### src/rtl/signed_unsigned_integer_divider_macros.svh
// ============================================================================
// Divider assertion macros
// Shared concurrent assertion forms, clocked on the rising edge and
// disabled while the active-low reset is asserted.
// ============================================================================
`ifndef SIGNED_UNSIGNED_INTEGER_DIVIDER_MACROS_SVH
`define SIGNED_UNSIGNED_INTEGER_DIVIDER_MACROS_SVH

// The consequent must hold in the same cycle as the antecedent.
`define SUD_ASSERT_SAME(label, clk, rst_n, ante, cons) \
    label: assert property (@(posedge clk) disable iff (!rst_n) (ante) |-> (cons)) \
        else $error("divider assertion failed");

// The consequent must hold in the cycle after the antecedent.
`define SUD_ASSERT_NEXT(label, clk, rst_n, ante, cons) \
    label: assert property (@(posedge clk) disable iff (!rst_n) (ante) |=> (cons)) \
        else $error("divider assertion failed");

`endif

### src/rtl/sud_pkg.sv
// ============================================================================
// Divider package
// Widths, operation codes and pipeline stage types of the integer divider.
// ============================================================================
`default_nettype none

package sud_pkg;

    localparam int XLEN    = 64;
    localparam int HLEN    = 32;
    // One preparation stage, one stage per quotient bit, one output stage.
    localparam int LATENCY = XLEN + 2;

    localparam logic [1:0] OP_DIVU32 = 2'd0;
    localparam logic [1:0] OP_DIV32  = 2'd1;
    localparam logic [1:0] OP_DIVU64 = 2'd2;
    localparam logic [1:0] OP_DIV64  = 2'd3;

    typedef struct packed {
        logic aneg;
        logic bneg;
        logic dz;
        logic wide;
    } t_ctrl;

    // nq holds the dividend bits still to be consumed in its upper part and
    // the quotient bits already produced in its lower part.
    typedef struct packed {
        logic [XLEN-1:0] rem;
        logic [XLEN-1:0] nq;
        logic [XLEN-1:0] d;
        t_ctrl           ctrl;
    } t_stage;

endpackage

`default_nettype wire

### src/rtl/sud_div_step.sv
// ============================================================================
// Divider step stage
// One registered restoring shift-subtract iteration producing one
// quotient bit.
// ============================================================================
`default_nettype none

module sud_div_step (
    input  wire logic            i_clk,
    input  wire logic            i_rst_n,
    input  wire logic            i_valid,
    input  wire sud_pkg::t_stage i_stage,
    output logic                 o_valid,
    output sud_pkg::t_stage      o_stage
);
    import sud_pkg::*;

    logic            r_valid;
    t_stage          r_stage;
    t_stage          n_stage;
    logic [XLEN:0]   w_shift;
    logic [XLEN:0]   w_dext;
    logic [XLEN:0]   w_diff;
    logic            w_ge;

    // The shifted remainder keeps its carry bit, so divisors at or above
    // half the range still compare correctly.
    assign w_shift = {i_stage.rem, i_stage.nq[XLEN-1]};
    assign w_dext  = {1'b0, i_stage.d};
    assign w_diff  = w_shift - w_dext;
    assign w_ge    = (w_shift >= w_dext);

    always_comb begin
        n_stage      = i_stage;
        n_stage.rem  = w_ge ? w_diff[XLEN-1:0] : w_shift[XLEN-1:0];
        n_stage.nq   = {i_stage.nq[XLEN-2:0], w_ge};
    end

    always_ff @(posedge i_clk) begin
        if (!i_rst_n) begin
            r_valid <= 1'b0;
        end else begin
            r_valid <= i_valid;
        end
    end

    always_ff @(posedge i_clk) begin
        r_stage <= n_stage;
    end

    assign o_valid = r_valid;
    assign o_stage = r_stage;

endmodule

`default_nettype wire

### config.mk
export PLATFORM = sky130hd
export DESIGN_NAME = sud_div_step
export DESIGN_NICKNAME = d
export VERILOG_FILES = /design/src/rtl/signed_unsigned_integer_divider_macros.svh /design/src/rtl/sud_pkg.sv /design/src/rtl/sud_div_step.sv
export SDC_FILE = /design/constraint.sdc
export NUM_CORES = 1
export LEC_CHECK = 0
export ABC_AREA = 0
export BUFFER_PORTS_ARGS = -buffer_cell sky130_fd_sc_hd__buf_2
export CAP_MARGIN = 20
export CORE_AREA = 2 2 152 154
export CTS_BUF_LIST = sky130_fd_sc_hd__clkbuf_8 sky130_fd_sc_hd__clkbuf_16
export DETAILED_ROUTE_END_ITERATION = 16
export DIE_AREA = 0 0 154 156
export PLACE_DENSITY = 0.81
export SLEW_MARGIN = 20
export SYNTH_ARGS = -nofsm -noshare
export SYNTH_HDL_FRONTEND = slang
export SYNTH_SLANG_ARGS = --single-unit
export TNS_END_PERCENT = 50
### constraint.sdc
create_clock -name i_clk -period 3 [get_ports i_clk]
set_clock_uncertainty 0.15 [all_clocks]
set_input_delay 0.6 -clock i_clk [delete_from_list [all_inputs] [get_ports i_clk]]
set_output_delay 0.6 -clock i_clk [all_outputs]
set_load 0.01 [all_outputs]
# Word level (Yosys, flattened, before mapping)
# Cells that the tools add are included.
[word_totals]
ff_bits = 197
in_bits = 199
wordCells = 11
[op_classes]
n_lt_le_gt_ge = 1
muxes = 1
n_addsub = 1
[op_table]
columns = ["cell", "count"]
rows = [
  ["$ge 65x64->1", 1],
  ["$mux 64", 1],
  ["$sub 64x64->64", 1],
]

# Depth between registers and ports, before layout
[logic_depth]
ltp_word = 2
ltp_mapped = 15
ltp_nobuf = 13

# Worst setup path after synthesis
# No wires, ideal clock.
[synth_timing]
path_kind = "in2reg"
startpoint = "input i_stage[131] in the netlist's numbering"
endpoint = "register r_stage, in the netlist o_stage[194]"
stages = 13
t_arrival_ns = 2.962
n_path_buf = 0
setup_ns = 0.123
required_ns = 2.727
slack_ns = -0.235
path_cell_list = "inv_1 ha_1 fa_1 nand2b_1 a21oi_1 o21a_1 o21ai_1 a31oi_2 o2111a_1 nor3_4 a2111oi_1 o31a_1 o31ai_2"
[synth_lines]
columns = ["item", "line", "rtl"]
rows = [
  ["start, declared", "sud_div_step.sv:12", "input wire sud_pkg::t_stage i_stage,"],
  ["end signal, assigned", "sud_div_step.sv:48", "r_stage <= n_stage;"],
  ["end, declared", "sud_div_step.sv:19", "t_stage r_stage;"],
]

==> out/metrics.csv <==
stage,metric,value,unit
clock_tree,cts_buffer_depth,2,
setup_path,cp-end-kind,register,
logic_synthesis,synth_cell_types,76,
die,core_area,22370,µm²
logic_synthesis,yosysTopAreaCell,dfxtp_1,
pwr,ir_drop,326.2,µV
logic_synthesis,async_flop_share,0,
setup_path,worstPathCellList,buf_2 -> inv_4 -> ha_4 -> nor2b_4 -> o31a_1 -> o31ai_4 -> o21ba_4 -> nor4_4 -> o211ai_1 -> a21oi_2 -> nor2_4 -> inv_6 -> buf_4 -> a31o_2,
die,die_h,156,µm
layout,fin_nets,1886,
logic_synthesis,post-synth-top-count-cell,dfxtp_1,
timing,setup_tns,0,ns
die,die_x,154,µm
run_status,outcome,"finished, final reports clean",
logic_synthesis,syn_area_per_cell,8.925,µm²
timing,rsz0062_at_grt,yes,
setup_path,crit_required,3.19,ns
routing,dr.pass1.iters,5,
placed_design,gp_congestion,0.9445,
routing,vias,9516,
timing,max-slew-margin-rel,0.5864,
timing,holdWs,0.08565,ns
routing,wl,31790,µm
global_route,grt.total_usage,0.2558,
placed_design,io_buffers,395,
timing,max_freq,342.7,MHz
setup_path,critPathLaunchType,primary input,
flow_run,cap_viol_max_count,0,
timing,setup_viol,0,
logic_synthesis,syn-cell-area,8934,µm²
global_route,grt_pass1_vias,9612,
routing,first_iter_violations,411,
clock_tree,cts_root_buf,clkbuf_16,
timing,hold_viol,0,
clock_tree,clock_sinks,197,
pwr,power.density,537.1,nW/µm²
timing,worst_pin_slew,0.6139,ns
logic_synthesis,yosysWarnings,0,
global_route,antenna_found_initial,3,
setup_path,slowest_delay,0.32,ns
global_route,grt_max_degree,25,
layout,drive_above_1_share,0.4758,
timing,fin_crit,2.918,ns
setup_path,cp_slowest_cell,o31a_1,
setup_path,arrival,3.11,ns
global_route,overflow,0,
die,start_util,0.3994,
placed_design,placed_area,13380,µm²
logic_synthesis,yosys-top-cells-area,"dfxtp_1 44%, ha_1 9.0%, a21oi_1 5.9%, nor2_1 3.9%, nand2_1 3.8%",
setup_path,cp-startpoint,i_stage[5],
logic_synthesis,yosysTopAreaCellShare,0.4415,
logic_synthesis,synth-edff-count,0,
logic_synthesis,synthCells,1001,
placed_design,dp_hpwl,26310,µm
die,row_count,55,
global_route,grt_pass1_wl,47910,µm
logic_synthesis,synth_ff_type,dfxtp_1,
logic_synthesis,synth_seq_area_share,0.4415,
clock_tree,htreeDepth,4,
clock_tree,cts_tree,built,
setup_path,cp_max_fo,15,
hold_path,hold_class,in2reg,
logic_synthesis,synthesis.nets,1265,
routing,via_per_inst,4.954,
logic_synthesis,ys_ff_latch,197,
routing,ant_nets,0,
pwr,power.total,7634,µW
routing,wl_per_cell,16.55,µm
die,die-area,24020,µm²
layout,design_area,14210,µm²
clock_tree,cts_buffers,17,
die,pin_count,396,
pwr,leakagePower,0.007136,µW
clock_tree,clk_pin_slew,0.09,ns
setup_path,crit_end,o_stage[192],
logic_synthesis,synthTopCellsByCount,"197 x dfxtp_1, 106 x a21oi_1, 93 x nor2_1",
timing,slew_viol_final,0,
layout,syn2layout_area_growth,59.09,%
routing,drc_errors,0,
timing,timing.final.crit_share,0.9727,
setup_path,crit_type,in2reg,
[repair_timing]
item | 4_1_cts | 5_1_grt
cloned | 0 | 0
gates resized for setup | 9 | 39
buffers inserted | 1 | 1
setup endpoints to repair | 17 | 51
pin swaps | 5 | 17
hold buffers | 0 | 0
[per-stage QoR]
step / setup slack [ns] / util / instances
global route: -0.06254 / 0.6354 / 1920
global placement: -0.6378 / 0.5982 / 1887
finish: 0.08191 / 0.6355 / 1921
CTS: 0.001557 / 0.6276 / 1920
floorplan: -0.04214 / - / 1001
detailed placement: -0.6284 / 0.5982 / 1887
[worst min path at each step]
stage	start	end	slack, ns	cells past startpoint
after floorplan	i_stage[0]	o_stage[0]	0.48	0
after global placement	i_stage[130]	o_stage[131]	0.55	1
after detailed placement	i_stage[84]	o_stage[85]	0.55	1
after CTS	i_stage[130]	o_stage[131]	0.07	1
after global routing	i_stage[129]	o_stage[130]	0.07	1
final	i_stage[129]	o_stage[130]	0.09	1
[report_power, final]
part | switching, µW | internal (µW) | total, µW
Sequential | 74.9 | 2890 | 2970
Combinational | 1180 | 1110 | 2290
Clock | 1230 | 1150 | 2370
[cells in the final DEF (no fill, tap or decap), types with 5 or more instances in the layout]
cell type	count
a211oi_2	6
a21o_1	32
a21oi_1	101
a21oi_2	7
a31oi_1	5
and2_1	6
and3_1	9
buf_2	393
buf_4	236
clkbuf_16	17
clkinv_8	7
dfxtp_1	197
ha_1	36
ha_2	6
ha_4	22
inv_1	75
nand2_1	89
nand2b_1	8
nand3_1	18
nand4_1	14
nor2_1	87
nor2_2	6
nor2b_1	5
nor3_1	8
o211ai_1	9
o21a_1	8
o21ai_0	37
o21ai_1	10
o21bai_1	7
o31ai_1	10
xnor2_1	21
xor2_1	26
[logic make-up (layout without fill, tap and decap cells)]
family / count (synthesis) / count (layout) / share of synthesized area
fa+ha+maj: 65 / 65 / 0.09188
xor+xnor: 49 / 49 / 0.04804
buf+inv: 117 / 751 / 0.05672
other cells: 0 / 1 / 0
flops: 197 / 197 / 0.4415
simple gates: 291 / 291 / 0.1549
mux: 2 / 2 / 0.002381
compound gates: 280 / 280 / 0.2046
[critical path, delay by kind of cell]
family	cells	cell delay [ns]
buf+inv	4	0.48
compound gates	6	1.46
simple gates	3	0.36
fa+ha+maj	1	0.20
[area by class of cell]
class,count,area (µm²)
Timing Repair Buffer,637,3864
Sequential cell,197,3944
Inverter,82,342.8
Clock inverter,15,198.9
Clock buffer,17,425.4
Multi-Input combinational cell,687,5079
Antenna cell,1,2.502
Tap cell,285,356.6
Fill cell,1873,8153
[metal layers]
layer | part of all wire | global-route usage | vias to the layer above
li1 | - | - | 4721
met5 | 0.00025 | 0 | -
met1 | 0.39 | 0.2710 | 4396
met2 | 0.52 | 0.4813 | 332
met4 | 0.032 | 0.1028 | 2
met3 | 0.062 | 0.06750 | 65
[registers in the layout (all words and copies together), names as in the netlist]
name     cells
o_valid      1
o_stage    196
(Power assumes the default switching activity.)
